## config.mk

```make
export PLATFORM = sky130hd
export DESIGN_NAME = json_string_unescaper
export DESIGN_NICKNAME = d
export VERILOG_FILES = /design/src/hw/rtl/jsu_pkg.sv /design/src/hw/rtl/jsu_core.sv /design/src/hw/rtl/jsu_emit.sv /design/src/hw/rtl/json_string_unescaper.sv
export SDC_FILE = /design/constraint.sdc
export NUM_CORES = 1
export LEC_CHECK = 0
export BUFFER_PORTS_ARGS = -buffer_cell sky130_fd_sc_hd__buf_2
export CAP_MARGIN = 20
export CORE_ASPECT_RATIO = 0.7
export CORE_MARGIN = 5
export CORE_UTILIZATION = 40
export CTS_CLUSTER_DIAMETER = 60
export DETAILED_ROUTE_END_ITERATION = 7
export GPL_ROUTABILITY_DRIVEN = 1
export MAX_ROUTING_LAYER = met4
export PLACE_DENSITY = 0.6
export SYNTH_ARGS = -nofsm -noshare
export SYNTH_HDL_FRONTEND = slang
export SYNTH_SLANG_ARGS = --single-unit
```

## constraint.sdc

```tcl
create_clock -name i_clk -period 6.5 [get_ports i_clk]
set_clock_uncertainty 0.2 [all_clocks]
set_input_delay 0.975 -clock i_clk [delete_from_list [all_inputs] [get_ports i_clk]]
set_output_delay 0.975 -clock i_clk [all_outputs]
set_load 0.01 [all_outputs]
```

## src/hw/rtl/jsu_pkg.sv

```systemverilog
// jsu_pkg: shared types and constants for the json string unescaper
// result kinds, error codes and the result bundle passed from core to emitter
// no dependencies
`timescale 1ns / 1ps

package jsu_pkg;

    typedef enum logic [1:0] {
        KIND_DATA = 2'd0,
        KIND_DONE = 2'd1,
        KIND_ERR  = 2'd2
    } t_kind;

    typedef enum logic [2:0] {
        ERR_NONE    = 3'd0,
        ERR_END     = 3'd1,
        ERR_QUOTE   = 3'd2,
        ERR_ESCAPE  = 3'd3,
        ERR_UNICODE = 3'd4
    } t_err;

    // utf-8 encoding limits and marks
    localparam logic [15:0] UTF8_LIMIT1 = 16'h0080;
    localparam logic [15:0] UTF8_LIMIT2 = 16'h0800;
    localparam logic [7:0]  UTF8_LEAD2  = 8'hC0;
    localparam logic [7:0]  UTF8_LEAD3  = 8'hE0;
    localparam logic [7:0]  UTF8_CONT   = 8'h80;
    localparam logic [5:0]  UTF8_MASK6  = 6'h3F;

    localparam int MAX_RESULTS = 3;

    // all results caused by one input beat
    typedef struct packed {
        logic [1:0]                   count;  // 0..3 beats
        logic [MAX_RESULTS-1:0][7:0]  bytes;  // bytes[0] goes out first
        t_kind                        kind;
        t_err                         err;
    } t_bundle;

endpackage

```

## src/hw/rtl/jsu_core.sv

```systemverilog
// jsu_core: parser state and single-pass decode of one input byte
// produces the bundle of results for the byte; depends on jsu_pkg
`timescale 1ns / 1ps

module jsu_core (
    input  logic             i_clk,
    input  logic             i_rst_n,
    input  logic             i_adv,
    input  logic [7:0]       i_byte,
    input  logic             i_eoi,
    output jsu_pkg::t_bundle o_bundle
);

    typedef enum logic [1:0] {
        PH_WAIT = 2'd0,
        PH_STR  = 2'd1,
        PH_ESC  = 2'd2,
        PH_HEX  = 2'd3
    } t_phase;

    localparam logic [7:0] CH_QUOTE = 8'h22;
    localparam logic [7:0] CH_BSL   = 8'h5C;
    localparam logic [7:0] CH_SLASH = 8'h2F;
    localparam logic [7:0] CH_N     = 8'h6E;
    localparam logic [7:0] CH_R     = 8'h72;
    localparam logic [7:0] CH_U     = 8'h75;
    localparam logic [7:0] CH_LF    = 8'h0A;
    localparam logic [7:0] CH_CR    = 8'h0D;

    t_phase      r_phase, n_phase;
    logic [1:0]  r_hex_cnt, n_hex_cnt;
    logic [15:0] r_cp, n_cp;
    logic        r_bad, n_bad;

    logic        hex_ok;
    logic [3:0]  hex_val;

    // hex digit decode
    always_comb begin
        hex_ok  = 1'b1;
        hex_val = 4'd0;
        if (i_byte >= 8'h30 && i_byte <= 8'h39) begin
            hex_val = 4'(i_byte - 8'h30);
        end else if (i_byte >= 8'h61 && i_byte <= 8'h66) begin
            hex_val = 4'(i_byte - 8'h57);
        end else if (i_byte >= 8'h41 && i_byte <= 8'h46) begin
            hex_val = 4'(i_byte - 8'h37);
        end else begin
            hex_ok = 1'b0;
        end
    end

    always_comb begin
        n_phase   = r_phase;
        n_hex_cnt = r_hex_cnt;
        n_cp      = r_cp;
        n_bad     = r_bad;
        o_bundle  = '{count: 2'd0, bytes: '0, kind: jsu_pkg::KIND_DATA,
                      err: jsu_pkg::ERR_NONE};
        if (i_eoi) begin
            n_phase        = PH_WAIT;
            o_bundle.count = 2'd1;
            o_bundle.kind  = jsu_pkg::KIND_ERR;
            o_bundle.err   = jsu_pkg::ERR_END;
        end else begin
            unique case (r_phase)
                PH_WAIT: begin
                    if (i_byte == CH_QUOTE) begin
                        n_phase = PH_STR;
                    end else begin
                        o_bundle.count = 2'd1;
                        o_bundle.kind  = jsu_pkg::KIND_ERR;
                        o_bundle.err   = jsu_pkg::ERR_QUOTE;
                    end
                end
                PH_STR: begin
                    if (i_byte == CH_QUOTE) begin
                        n_phase        = PH_WAIT;
                        o_bundle.count = 2'd1;
                        o_bundle.kind  = jsu_pkg::KIND_DONE;
                    end else if (i_byte == CH_BSL) begin
                        n_phase = PH_ESC;
                    end else begin
                        o_bundle.count    = 2'd1;
                        o_bundle.bytes[0] = i_byte;
                    end
                end
                PH_ESC: begin
                    priority if (i_byte == CH_N) begin
                        n_phase           = PH_STR;
                        o_bundle.count    = 2'd1;
                        o_bundle.bytes[0] = CH_LF;
                    end else if (i_byte == CH_R) begin
                        n_phase           = PH_STR;
                        o_bundle.count    = 2'd1;
                        o_bundle.bytes[0] = CH_CR;
                    end else if (i_byte == CH_BSL || i_byte == CH_SLASH
                                 || i_byte == CH_QUOTE) begin
                        n_phase           = PH_STR;
                        o_bundle.count    = 2'd1;
                        o_bundle.bytes[0] = i_byte;
                    end else if (i_byte == CH_U) begin
                        n_phase   = PH_HEX;
                        n_hex_cnt = 2'd0;
                        n_cp      = 16'd0;
                        n_bad     = 1'b0;
                    end else begin
                        n_phase        = PH_WAIT;
                        o_bundle.count = 2'd1;
                        o_bundle.kind  = jsu_pkg::KIND_ERR;
                        o_bundle.err   = jsu_pkg::ERR_ESCAPE;
                    end
                end
                PH_HEX: begin
                    if (hex_ok) begin
                        n_cp = {r_cp[11:0], hex_val};
                    end else begin
                        n_bad = 1'b1;
                    end
                    if (r_hex_cnt != 2'd3) begin
                        n_hex_cnt = r_hex_cnt + 2'd1;
                    end else begin
                        n_hex_cnt = 2'd0;
                        if (n_bad) begin
                            n_bad          = 1'b0;
                            n_phase        = PH_WAIT;
                            o_bundle.count = 2'd1;
                            o_bundle.kind  = jsu_pkg::KIND_ERR;
                            o_bundle.err   = jsu_pkg::ERR_UNICODE;
                        end else begin
                            n_phase = PH_STR;
                            // utf-8 encode of the finished code point
                            if (n_cp < jsu_pkg::UTF8_LIMIT1) begin
                                o_bundle.count    = 2'd1;
                                o_bundle.bytes[0] = n_cp[7:0];
                            end else if (n_cp < jsu_pkg::UTF8_LIMIT2) begin
                                o_bundle.count    = 2'd2;
                                o_bundle.bytes[0] = jsu_pkg::UTF8_LEAD2
                                                    | {3'd0, n_cp[10:6]};
                                o_bundle.bytes[1] = jsu_pkg::UTF8_CONT
                                                    | {2'd0, n_cp[5:0] & jsu_pkg::UTF8_MASK6};
                            end else begin
                                o_bundle.count    = 2'd3;
                                o_bundle.bytes[0] = jsu_pkg::UTF8_LEAD3
                                                    | {4'd0, n_cp[15:12]};
                                o_bundle.bytes[1] = jsu_pkg::UTF8_CONT
                                                    | {2'd0, n_cp[11:6]};
                                o_bundle.bytes[2] = jsu_pkg::UTF8_CONT
                                                    | {2'd0, n_cp[5:0] & jsu_pkg::UTF8_MASK6};
                            end
                        end
                    end
                end
                default: n_phase = PH_WAIT;
            endcase
        end
    end

    always_ff @(posedge i_clk) begin
        if (!i_rst_n) begin
            r_phase   <= PH_WAIT;
            r_hex_cnt <= 2'd0;
            r_cp      <= 16'd0;
            r_bad     <= 1'b0;
        end else if (i_adv) begin
            r_phase   <= n_phase;
            r_hex_cnt <= n_hex_cnt;
            r_cp      <= n_cp;
            r_bad     <= n_bad;
        end
    end

endmodule

```

## src/hw/rtl/jsu_emit.sv

```systemverilog
// jsu_emit: result register that sends a bundle out one beat at a time
// holds up to three result beats; depends on jsu_pkg
`timescale 1ns / 1ps

module jsu_emit (
    input  logic             i_clk,
    input  logic             i_rst_n,
    input  logic             i_load,
    input  jsu_pkg::t_bundle i_bundle,
    output logic             o_free,
    output logic             o_valid,
    input  logic             i_ready,
    output logic [7:0]       o_byte,
    output jsu_pkg::t_kind   o_kind,
    output jsu_pkg::t_err    o_err,
    output logic             o_last
);

    logic             r_valid;
    logic [1:0]       r_idx;
    jsu_pkg::t_bundle r_bun;

    assign o_last  = (r_idx == r_bun.count - 2'd1);
    assign o_free  = !r_valid || (i_ready && o_last);
    assign o_valid = r_valid;
    assign o_kind  = r_bun.kind;
    assign o_err   = r_bun.err;

    always_comb begin
        unique case (r_idx)
            2'd0:    o_byte = r_bun.bytes[0];
            2'd1:    o_byte = r_bun.bytes[1];
            2'd2:    o_byte = r_bun.bytes[2];
            default: o_byte = 8'd0;
        endcase
    end

    always_ff @(posedge i_clk) begin
        if (!i_rst_n) begin
            r_valid <= 1'b0;
            r_idx   <= 2'd0;
        end else if (i_load) begin
            r_valid <= 1'b1;
            r_idx   <= 2'd0;
        end else if (r_valid && i_ready) begin
            if (o_last) begin
                r_valid <= 1'b0;
            end else begin
                r_idx <= r_idx + 2'd1;
            end
        end
    end

    always_ff @(posedge i_clk) begin
        if (i_load) begin
            r_bun <= i_bundle;
        end
    end

endmodule

```

## src/hw/rtl/json_string_unescaper.sv

```systemverilog
// json_string_unescaper: top level of the json string unescaper
// input register, jsu_core decode and jsu_emit result register; depends on jsu_pkg
`timescale 1ns / 1ps

// Takes one raw byte (or an end-of-input marker in s_axis_tuser) per beat,
// waits for an opening quote, copies ordinary bytes, decodes the escapes
// \n \r \\ \/ \" and \uXXXX (sent as one to three utf-8 bytes), and reports
// the closing quote as a "string complete" beat. Errors (missing opening
// quote, unknown escape, non-hex character in a \u escape, early end) are
// sent as an error beat, after which the block waits for a new opening
// quote. A byte enters the input register, is decoded combinationally
// against the parser state and lands in the result register; a byte
// with no results moves on at once, one with results waits until the
// result register can take it. Each byte yields zero, one, or (for \u
// escapes above 0x7f) two or three output beats, one per cycle while
// m_axis_tready is high; the rate is one byte per cycle, but the input
// waits while extra utf-8 bytes go out. A byte's last beat has tlast.

module json_string_unescaper (
    input  logic        i_clk,
    input  logic        i_rst_n,
    input  logic        s_axis_tvalid,
    output logic        s_axis_tready,
    input  logic [7:0]  s_axis_tdata,   // [7:0] in_byte
    input  logic        s_axis_tuser,   // [0] end_of_input
    output logic        m_axis_tvalid,
    input  logic        m_axis_tready,
    output logic [15:0] m_axis_tdata,   // [7:0] out_byte, [10:8] error_code, rest zero
    output logic [1:0]  m_axis_tuser,   // [1:0] kind
    output logic        m_axis_tlast    // last result of the input beat
);

    // input register
    logic       r_in_valid;
    logic [7:0] r_in_byte;
    logic       r_in_eoi;

    logic             adv;
    logic             emit_free;
    jsu_pkg::t_bundle bundle;
    logic [7:0]       out_byte;
    jsu_pkg::t_kind   out_kind;
    jsu_pkg::t_err    out_err;

    // a beat with no results moves on regardless of the output side
    assign adv           = r_in_valid && (bundle.count == 2'd0 || emit_free);
    assign s_axis_tready = !r_in_valid || adv;

    always_ff @(posedge i_clk) begin
        if (!i_rst_n) begin
            r_in_valid <= 1'b0;
        end else if (s_axis_tvalid && s_axis_tready) begin
            r_in_valid <= 1'b1;
        end else if (adv) begin
            r_in_valid <= 1'b0;
        end
    end

    always_ff @(posedge i_clk) begin
        if (s_axis_tvalid && s_axis_tready) begin
            r_in_byte <= s_axis_tdata;
            r_in_eoi  <= s_axis_tuser;
        end
    end

    jsu_core u_core (
        .i_clk    (i_clk),
        .i_rst_n  (i_rst_n),
        .i_adv    (adv),
        .i_byte   (r_in_byte),
        .i_eoi    (r_in_eoi),
        .o_bundle (bundle)
    );

    jsu_emit u_emit (
        .i_clk    (i_clk),
        .i_rst_n  (i_rst_n),
        .i_load   (adv && bundle.count != 2'd0),
        .i_bundle (bundle),
        .o_free   (emit_free),
        .o_valid  (m_axis_tvalid),
        .i_ready  (m_axis_tready),
        .o_byte   (out_byte),
        .o_kind   (out_kind),
        .o_err    (out_err),
        .o_last   (m_axis_tlast)
    );

    assign m_axis_tdata = {5'd0, out_err, out_byte};
    assign m_axis_tuser = out_kind;

    // error beats always carry a code
    a_err_code: assert property (@(posedge i_clk) disable iff (!i_rst_n)
        m_axis_tvalid && m_axis_tuser == jsu_pkg::KIND_ERR
        |-> m_axis_tdata[10:8] != jsu_pkg::ERR_NONE)
        else $error("error beat without error code");

    // done and error beats are single and zero-byte
    a_ctl_single: assert property (@(posedge i_clk) disable iff (!i_rst_n)
        m_axis_tvalid && m_axis_tuser != jsu_pkg::KIND_DATA
        |-> m_axis_tlast && m_axis_tdata[7:0] == 8'd0)
        else $error("control beat not last or has data");

    // data beats carry no error code
    a_data_clean: assert property (@(posedge i_clk) disable iff (!i_rst_n)
        m_axis_tvalid && m_axis_tuser == jsu_pkg::KIND_DATA
        |-> m_axis_tdata[10:8] == jsu_pkg::ERR_NONE)
        else $error("data beat with error code");

    // a held input beat is not dropped
    a_in_hold: assert property (@(posedge i_clk) disable iff (!i_rst_n)
        r_in_valid && !adv |=> r_in_valid && $stable(r_in_byte) && $stable(r_in_eoi))
        else $error("pending input beat lost");

endmodule
```

### Yosys cells after proc, flatten, opt, wreduce, memory -nomap -nowiden

Index checks and enable logic that the tools add are counted.

* register bits after elaboration: 65
* input port bits: 13
* output and inout port bits: 21
* logic and storage cells: 163

* equal/unequal tests: 20
* order comparisons: 8
* mux-type cells: 79
* reduce and logical (&&, ||, !) cells: 30
* add/sub/neg operators: 6
* bitwise operators: 4

Operator list (count)
* 16-bit two-way mux: 8
* 8-bit two-way mux: 7
* 8-bit one-hot mux with 3 select lines: 2
* 2-bit two-way mux: 21
* 8-bit by 7-bit == test with 1-bit output (second input constant): 4
* 16-bit one-hot mux with 2 select lines: 1
* 31-bit two-way mux: 1
* 5-bit two-way mux: 6
* 24-bit two-way mux: 1
* 2-bit one-hot mux with 4 select lines: 3
* 1-bit two-way mux: 22
* 8-bit by 6-bit == test with 1-bit output (second input constant): 2
* 8-bit by 7-bit >= comparator with 1-bit output (second input constant): 2
* 8-bit by 7-bit less-or-equal comparator with 1-bit output (second input constant): 2
* 16-bit by 12-bit less-than comparator with 1-bit output (second input constant): 1
* 16-bit by 8-bit less-than comparator with 1-bit output (second input constant): 1
* 14-bit two-way mux: 1
* 4-bit two-way mux: 3
* 2-bit nonzero test: 5
* 3-bit one-hot mux with 3 select lines: 1
* 8-bit by 6-bit >= comparator with 1-bit output (second input constant): 1
* 8-bit by 6-bit less-or-equal comparator with 1-bit output (second input constant): 1
* 1-bit logical AND: 8
* 2-bit inequality test (second input constant): 4
* 23 further kinds: 39

### Longest topological paths before layout

Gate-level depths: netlist (run 1).

* depth after elaboration: 21
* gate-level depth with buffers: 11
* gate-level depth less buffers: 8

### Modules after synthesis

Synthesis (run 1) repeated with hierarchy kept, for this count alone.

* cells, all modules: 384
* area, all modules: 3726.1 µm²

Modules (own cells, without submodules)
* jsu_core: instances 1, area each 2019.4 µm², cells each 277, sequential area each 420.4 µm²
* jsu_emit: instances 1, area each 1323.8 µm², cells each 82, sequential area each 991.0 µm²
* json_string_unescaper: instances 1, area each 382.9 µm², cells each 25, sequential area each 290.3 µm²

### Worst setup path after synthesis (run 1)

OpenSTA, ideal clock, no wires.

* path type: register to output
* start: register r_in_byte[0]
* end: output s_axis_tready
* arrival time: 2328 ps
* path buffers: 1
* setup slack: 2997 ps
* required time: 5325 ps
* stages on the path, launching flop included: 9
* cell sequence: edfxtp_1 -> inv_1 -> ha_1 -> or3b_2 -> buf_1 -> o21ai_0 -> o21ai_0 -> or4_1 -> nand3_1

* longest elaborated chain between the ends: 19
* elaborated cells on any way between the ends: 51
* those cells by class: 3 x add/sub; 8 x order compare; 6 x eq/ne; 25 x mux; 9 x reduce/logical

Ends and longest elaborated chain
* start, declared: line json_string_unescaper.sv:35 `logic [7:0] r_in_byte;`
* start signal, assigned: line json_string_unescaper.sv:61 `r_in_byte <= s_axis_tdata;`
* 8-bit by 7-bit >= comparator with 1-bit output / 8-bit by 7-bit less-or-equal comparator with 1-bit output (equally long branches): line jsu_core.sv:46 `end else if (i_byte >= 8'h41 && i_byte <= 8'h46) begin`
* 1-bit logical AND: line jsu_core.sv:46
* 4-bit two-way mux / 1-bit two-way mux (equally long branches): line jsu_core.sv:46
* 4-bit two-way mux / 1-bit two-way mux (equally long branches): line jsu_core.sv:44 `end else if (i_byte >= 8'h61 && i_byte <= 8'h66) begin`
* 4-bit two-way mux / 1-bit two-way mux (equally long branches): line jsu_core.sv:42 `if (i_byte >= 8'h30 && i_byte <= 8'h39) begin`
* 16-bit two-way mux: line jsu_core.sv:115 `if (hex_ok) begin`
* 16-bit two-way mux: line jsu_core.sv:66 `unique case (r_phase)`
* 16-bit two-way mux: line jsu_core.sv:60 `if (i_eoi) begin`
* [... 3 more ...]
* 2-bit two-way mux: line jsu_core.sv:124 `if (n_bad) begin`
* 31-bit two-way mux: line jsu_core.sv:120 `if (r_hex_cnt != 2'd3) begin`
* 2-bit one-hot mux with 4 select lines (*): line jsu_core.sv:66
* 2-bit two-way mux (*): line jsu_core.sv:60
* 2-bit zero test (*): line json_string_unescaper.sv:46 `assign adv = r_in_valid && (bundle.count == 2'd0 || emit_free);`
* 1-bit logical OR (*): line json_string_unescaper.sv:46
* 1-bit logical AND (*): line json_string_unescaper.sv:46
* 1-bit logical OR (*): line json_string_unescaper.sv:47 `assign s_axis_tready = !r_in_valid || adv;`
* end, declared: line json_string_unescaper.sv:23 `output logic s_axis_tready,`

Mark *: on every way between the ends. The rest lies on a longest branch, timed or not. The select of a mux whose other input is x is not followed.

### Worst setup path after layout (run 1)

Same ends and word-level chain as after synthesis.

==> results of run 1 <==
==> placed cells by master, fill, tap and decap left out, types with 3 or more instances in the layout <==
master and count:
edfxtp_1 38, nor2_1 33, buf_2 28, nand2_1 27, nand3_1 25, dfxtp_1 25
o21ai_0 17, a21oi_1 15, inv_1 12, mux2i_1 11, nor3_1 9, ha_1 9
clkbuf_16 9, o32ai_1 8, o31ai_1 8, o22ai_1 7, a222oi_1 7, nand2b_1 6
nor2b_1 6, a211oi_1 6, nor4_1 5, conb_1 5, o211ai_1 4, nand3b_1 4
and2_1 4, buf_4 4, or2_2 3, or4_1 3, a21boi_0 3
==> kinds of logic after synthesis <==
family | count (synthesis)
compound gates | 99
simple gates | 142
fa+ha+maj | 9
xor+xnor | 2
mux | 13
other cells | 1
buf+inv | 45
flops | 63
==> layer usage <==
layer  wire length [um]  vias up
met5                  0        -
met4                191        0
met3                717       13
met2               3610      119
met1               4220     1362
li1                   -     1434
==> cells in the mapped netlist, drive strengths merged (3+ instances only) <==
cell    number
o211ai       4
o21ai       18
o32ai        8
and2         5
inv         12
nor4         5
o22ai        7
nand2       27
or4          4
o31ai        8
nand2b       6
nor2b        6
a222oi       7
nor3         9
nand3       25
ha           9
a211oi       6
a21boi       3
or2          3
mux2i       11
buf         20
clkbuf      13
a21oi       16
dfxtp       25
nor2        35
edfxtp      38
nand3b       4
==> layout make-up <==
class                      instances  area share
multi-input combinational        270       0.430
sequential                        63       0.404
clock buffer                      11      0.0572
timing repair buffer              32      0.0419
tap                              124      0.0382
clock inverter                     5      0.0179
inverter                          12      0.0111
==> power breakdown <==
part | leakage [uW] | internal, uW | switching, uW
Sequential | 0.000559 | 438 | 12.4
Combinational | 0.000784 | 25.5 | 42.9
Clock | 0.000149 | 332 | 162
==> registers in the layout (all words and copies together), names as in the netlist <==
name and flops:
u_emit.r_bun 24, u_emit.o_kind 2, r_in_valid 1, r_in_byte 8
u_emit.o_err 3, u_emit.o_valid 1, u_core.r_hex_cnt 2, u_core.r_cp 16
r_in_eoi 1, u_core.r_bad 1, u_core.r_phase 2, u_emit.r_idx 2
==> metrics by stage <==
step                hold slack [ns]  setup WS, ns  power [uW]
floorplan                     0.243          3.00         508
global placement              0.253          2.81         524
detailed placement            0.267          2.69         525
CTS                           0.274          2.37        1020
global route                  0.303          2.23        1050
finish                        0.272          2.39        1010
==> final timing paths <==
path                                       end  slack [ns]                          from
hold reg to reg   u_core.r_cp[14]$_SDFFE_PN0P_        0.27  u_core.r_cp[14]$_SDFFE_PN0P_
hold / removal    u_core.r_cp[14]$_SDFFE_PN0P_        0.27  u_core.r_cp[14]$_SDFFE_PN0P_
setup / recovery                 s_axis_tready        2.39        r_in_byte[0]$_DFFE_PP_
setup reg to reg        r_in_byte[7]$_DFFE_PP_        3.15        r_in_byte[0]$_DFFE_PP_
==> tightest hold or removal path: stages (launching register included) <==
cell	delay, ns
dfxtp_1	0.30
nand2_1	0.05
o32ai_1	0.07
==> results.toml, run 1 <==
[outcome]
status = "finished, final reports clean"

[timing]
tightest_slew_ns = 0.740
setup_viol = 0
maxSlewViolCount = 0
finalHoldViolCount = 0
slew_headroom = 0.502
rsz0062_at_grt = "false"
finalCriticalPeriod_ns = 4.11
fmaxAchievable_mhz = 243
setup_tns_ns = 0
finalCritPeriodShare = 0.632

[synth]
synth-seq-cells = 63
synth_compound_area_frac = 0.201
syn_inst = 374
synthFlopType = "edfxtp_1"
ys_seq_area_frac = 0.456
synthXorXnorAreaFrac = 0.00487
synth_top_area_share = 0.317
avgSynthCellArea_um2 = 9.62
synth_area_leaders = "edfxtp_1 (32%), dfxtp_1 (14%), nor2_1 (3.5%), nand3_1 (3.5%), ha_1 (3.1%)"
synth_async_sr_flop_share = 0
post_synth_fa_ha_maj_area_fraction = 0.0313
synth-edff-count = 38
synth-simple-area-share = 0.204
yosys.area.top_type = "edfxtp_1"
synth_area_um2 = 3600
synth_top_family_by_area = "simple AND/OR/NAND/NOR gates"
yosysWarnings = 0
synth_cell_type_count = 67
synthMuxAreaShare = 0.0369

[min_path]
hold_depth = 2
hold_path_class = "reg2reg"

[place]
dp.cells = 500
io_buffers = 28
place_congestion = 0.902
placed_area_um2 = 3750
post-dp-hpwl_mm = 6.50

[final_layout]
syn2layout_area_growth_pct = 13.0
fin_area_um2 = 4070
stdcell_count = 517
multiInputGateArea_um2 = 1750
antenna_cells = 0
drive_above_1_share = 0.150
fillers = 889
seq_area_um2 = 1640
final_util = 0.455
finalNetCount = 410

[critical_path]
cp_slowest_cell = "or3b_2"
cp-end-kind = "output port"
path_common_cell = "o21ai_0"
cp.required_ns = 5.32
crit_family = "simple AND/OR/NAND/NOR gates"
crit_type = "reg2out"
r2r_cells = 8
cp.depth = 8
critPathBufInv = 2
cp_slowest_stage_delay_ns = 0.54
startpoint_type = "flop"
cp_max_fo = 8
cp.arrival_ns = 2.93
path_cells = "inv_1, ha_1, or3b_2, o21ai_0, o21ai_0, or4_1, nand3_1, buf_2"

[grt]
grtUsageMet2 = 0.234
grt_pass1_wl_mm = 14.0
track_usage = 0.173
grt_pass1_vias = 2706
met3_usage = 0.0443
grt_max_degree = 34
grt_util_met1 = 0.245
overflow = 0
top_usage_layer = "met1"
grt_antenna_before_repair = 0

[clock_tree]
numCtsBuffers = 9
postCtsSetupRepairBufs = 0
cts_buffer_depth = 2
cts.sinks = 63
clockRootBuffer = "clkbuf_16"
ctsHtreeMaxLevel = 3
clk_pin_slew_ns = 0.05
clock_latency_ns = 0.33
ctsHoldBuffers = 0
cts_resized = 0
cts_tree = "built"

[detailed_routing]
drt_wl_total_mm = 8.74
drtAntennaViolNets = 0
viasPerCell = 5.66
drtIter0Drc = 367
drc = 0
wire_per_inst_um = 16.9
dr_total_vias = 2928
first_pass_iters = 5

[pwr]
cellPowerDensity_nw_per_um2 = 249
p_leak_uw = 0.00149
worst_ir_drop_vdd_mv = 0.191

[floorplan]
dieArea_um2 = 11000
pin_count = 34
die_h_um = 89.4
core_um2 = 8930
rows = 29
initial_utilization = 0.403
die_w_um = 123

[job]
drv_cap = 0
Power figures use the tool's default switching activity.
==> run 2: changes to the inputs <==
- PLACE_DENSITY: 0.6 -> 0.62
- clock period: 6.5 -> 3.5 ns (I/O delays scaled with it)
==> run 2 against run 1 <==
  * Global-route usage grew 1.2 points
  * Sequential cell count did not move
  * Via count rose by 1.2%
  * Count of clock-buffer cells in the layout shrank 2
  * Final area up 1.8%
  * Setup slack got worse by 2.2 ns
  * Power grew 88%
  * First-iteration DRC count decreased by 30%
  * Non-clock buffer count increased by 8
  * Critical path type unchanged
  * Largest cell class unchanged
  * Highest routed layer unchanged
==> results.toml, run 2 (same netlist as run 1, synthesis figures left out) <==
[pwr]
cellPowerDensity_nw_per_um2 = 460
p_switching_uw = 422
p_sw_frac = 0.222
finalPower_uw = 1900
seq_power_share = 0.435
worst_ir_drop_vdd_mv = 0.251
power_frac_comb = 0.074
p_leak_uw = 0.00153
power_frac_clock = 0.491
intPower_uw = 1480

[critical_path]
path_cells = "inv_1, ha_1, and4b_1, and2_1, o21ai_0, or4_1, nand3_1, buf_2"
startpoint_type = "flop"
crit_start = "r_in_byte[1]$_DFFE_PP_"
cp.arrival_ns = 2.59
cp_slowest_cell = "or4_1"
critPathBufInv = 2
cp_slowest_stage_delay_ns = 0.56
crit_family = "simple AND/OR/NAND/NOR gates"
cp.required_ns = 2.77
cp-end-kind = "output port"
cp_max_fo = 6
crit_type = "reg2out"
reg2reg_from = "r_in_byte[7]$_DFFE_PP_"

[clock_tree]
cts_buffer_depth = 2
numCtsBuffers = 9
ctsHtreeMaxLevel = 3
clk_pin_slew_ns = 0.06
clockRootBuffer = "clkbuf_16"
clock_latency_ns = 0.34
cts.sinks = 63
ctsHoldBuffers = 0
cts_tree = "built"

[timing]
setup_viol = 0
slew_headroom = 0.533
hold_slack_ns = 0.160
finalHoldViolCount = 0
finalCritPeriodShare = 0.947
tightest_slew_ns = 0.694
fmaxAchievable_mhz = 302
finalCriticalPeriod_ns = 3.32
rsz0062_at_grt = "false"
setup_tns_ns = 0
maxSlewViolCount = 0

[grt]
track_usage = 0.185
grt_max_degree = 34
overflow = 0
grt_antenna_before_repair = 0
grt_pass1_vias = 2812
grt_pass1_wl_mm = 14.8

[place]
io_buffers = 28
place_congestion = 0.861
placed_area_um2 = 3820
post-dp-hpwl_mm = 6.64

[detailed_routing]
wire_per_inst_um = 17.1
viasPerCell = 5.65
first_pass_iters = 6
drt_wl_total_mm = 8.99
drc = 0
drtIter0Drc = 258
dr_total_vias = 2964
drtAntennaViolNets = 0

[outcome]
status = "finished, final reports clean"

[final_layout]
largest_register_ffs = 24
largestRegisters = "u_emit.r_bun: 24 flops, u_core.r_cp: 16 flops, r_in_byte: 8 flops"
finalNetCount = 418
syn2layout_area_growth_pct = 15.0
antenna_cells = 0
final_cell_mix = "edfxtp_1 (38), nor2_1 (33), buf_2 (28), nand2_1 (27)"
fin_area_um2 = 4140
fillers = 851
drive_above_1_share = 0.175
final_common_cell = "edfxtp_1"
largest_register = "u_emit.r_bun"

[floorplan]
initial_utilization = 0.403
die_w_um = 123
pin_count = 34
die_h_um = 89.4
core_um2 = 8930
dieArea_um2 = 11000
rows = 29

[min_path]
hp-start = "s_axis_tdata[7]"
hold_path_class = "in2reg"

[job]
drv_cap = 0
run 2: worst paths after layout:
path	to	slack (ns)	cells past startpoint
setup / recovery	s_axis_tready	0.18	8
setup reg to reg	u_emit.r_bun[13]$_SDFFCE_PP0P_	0.39	7
hold / removal	r_in_byte[7]$_DFFE_PP_	0.16	1
hold reg to reg	u_core.r_cp[12]$_SDFFE_PN0P_	0.27	2
run 2: timing repair:
| action | 4_1_cts | 5_1_grt |
|---|---|---|
| buffers inserted | 0 | 0 |
| hold endpoints to repair | 0 | 0 |
| endpoints found under the setup margin | 0 | 1 |
| gates resized for setup | 0 | 3 |
run 2: layout make-up:
cell class              count  area [um2]  share of cell area
inverters                  12        45.0              0.0109
clock inverters             7        87.6              0.0212
repair buffers             40         230              0.0556
well taps                 124         155              0.0375
flip-flops and latches     63        1640               0.397
clock buffers               9         225              0.0544
multi-input cells         270        1750               0.424
run 2: layer usage:
layer  global-route usage  share of wire  vias to the layer above
met5                    -              0                        -
met4               0.0452         0.0079                        0
met3               0.0607          0.063                        7
met2                0.255           0.41                       96
met1                0.260           0.52                     1416
li1                     -              -                     1445
run 2: worst register-to-register path, cell delays in order, from the launching register on:
cell      delay, ns
edfxtp_1       0.45
or3b_1         0.50
or4_4          0.60
nand2_1        0.25
buf_4          0.21
and2_1         0.16
nand2_1        0.20
a211oi_1       0.33
run 2: through the flow:
step	util	instances	setup WS, ns
2_1_floorplan	-	378	0.111
3_3_place_gp	0.428	509	0.387
3_5_place_dp	0.428	509	0.381
4_1_cts	0.463	525	0.0117
5_1_grt	0.464	525	0.000369
6_report	0.464	525	0.184
run 2: power by group through the flow:
stage          Combinational (uW)  Sequential, uW  Clock [uW]
2_1_floorplan                 106             838           0
3_3_place_gp                  139             842           0
3_5_place_dp                  140             842           0
4_1_cts                       140             827         958
5_1_grt                       158             830         987
6_report                      141             828         934
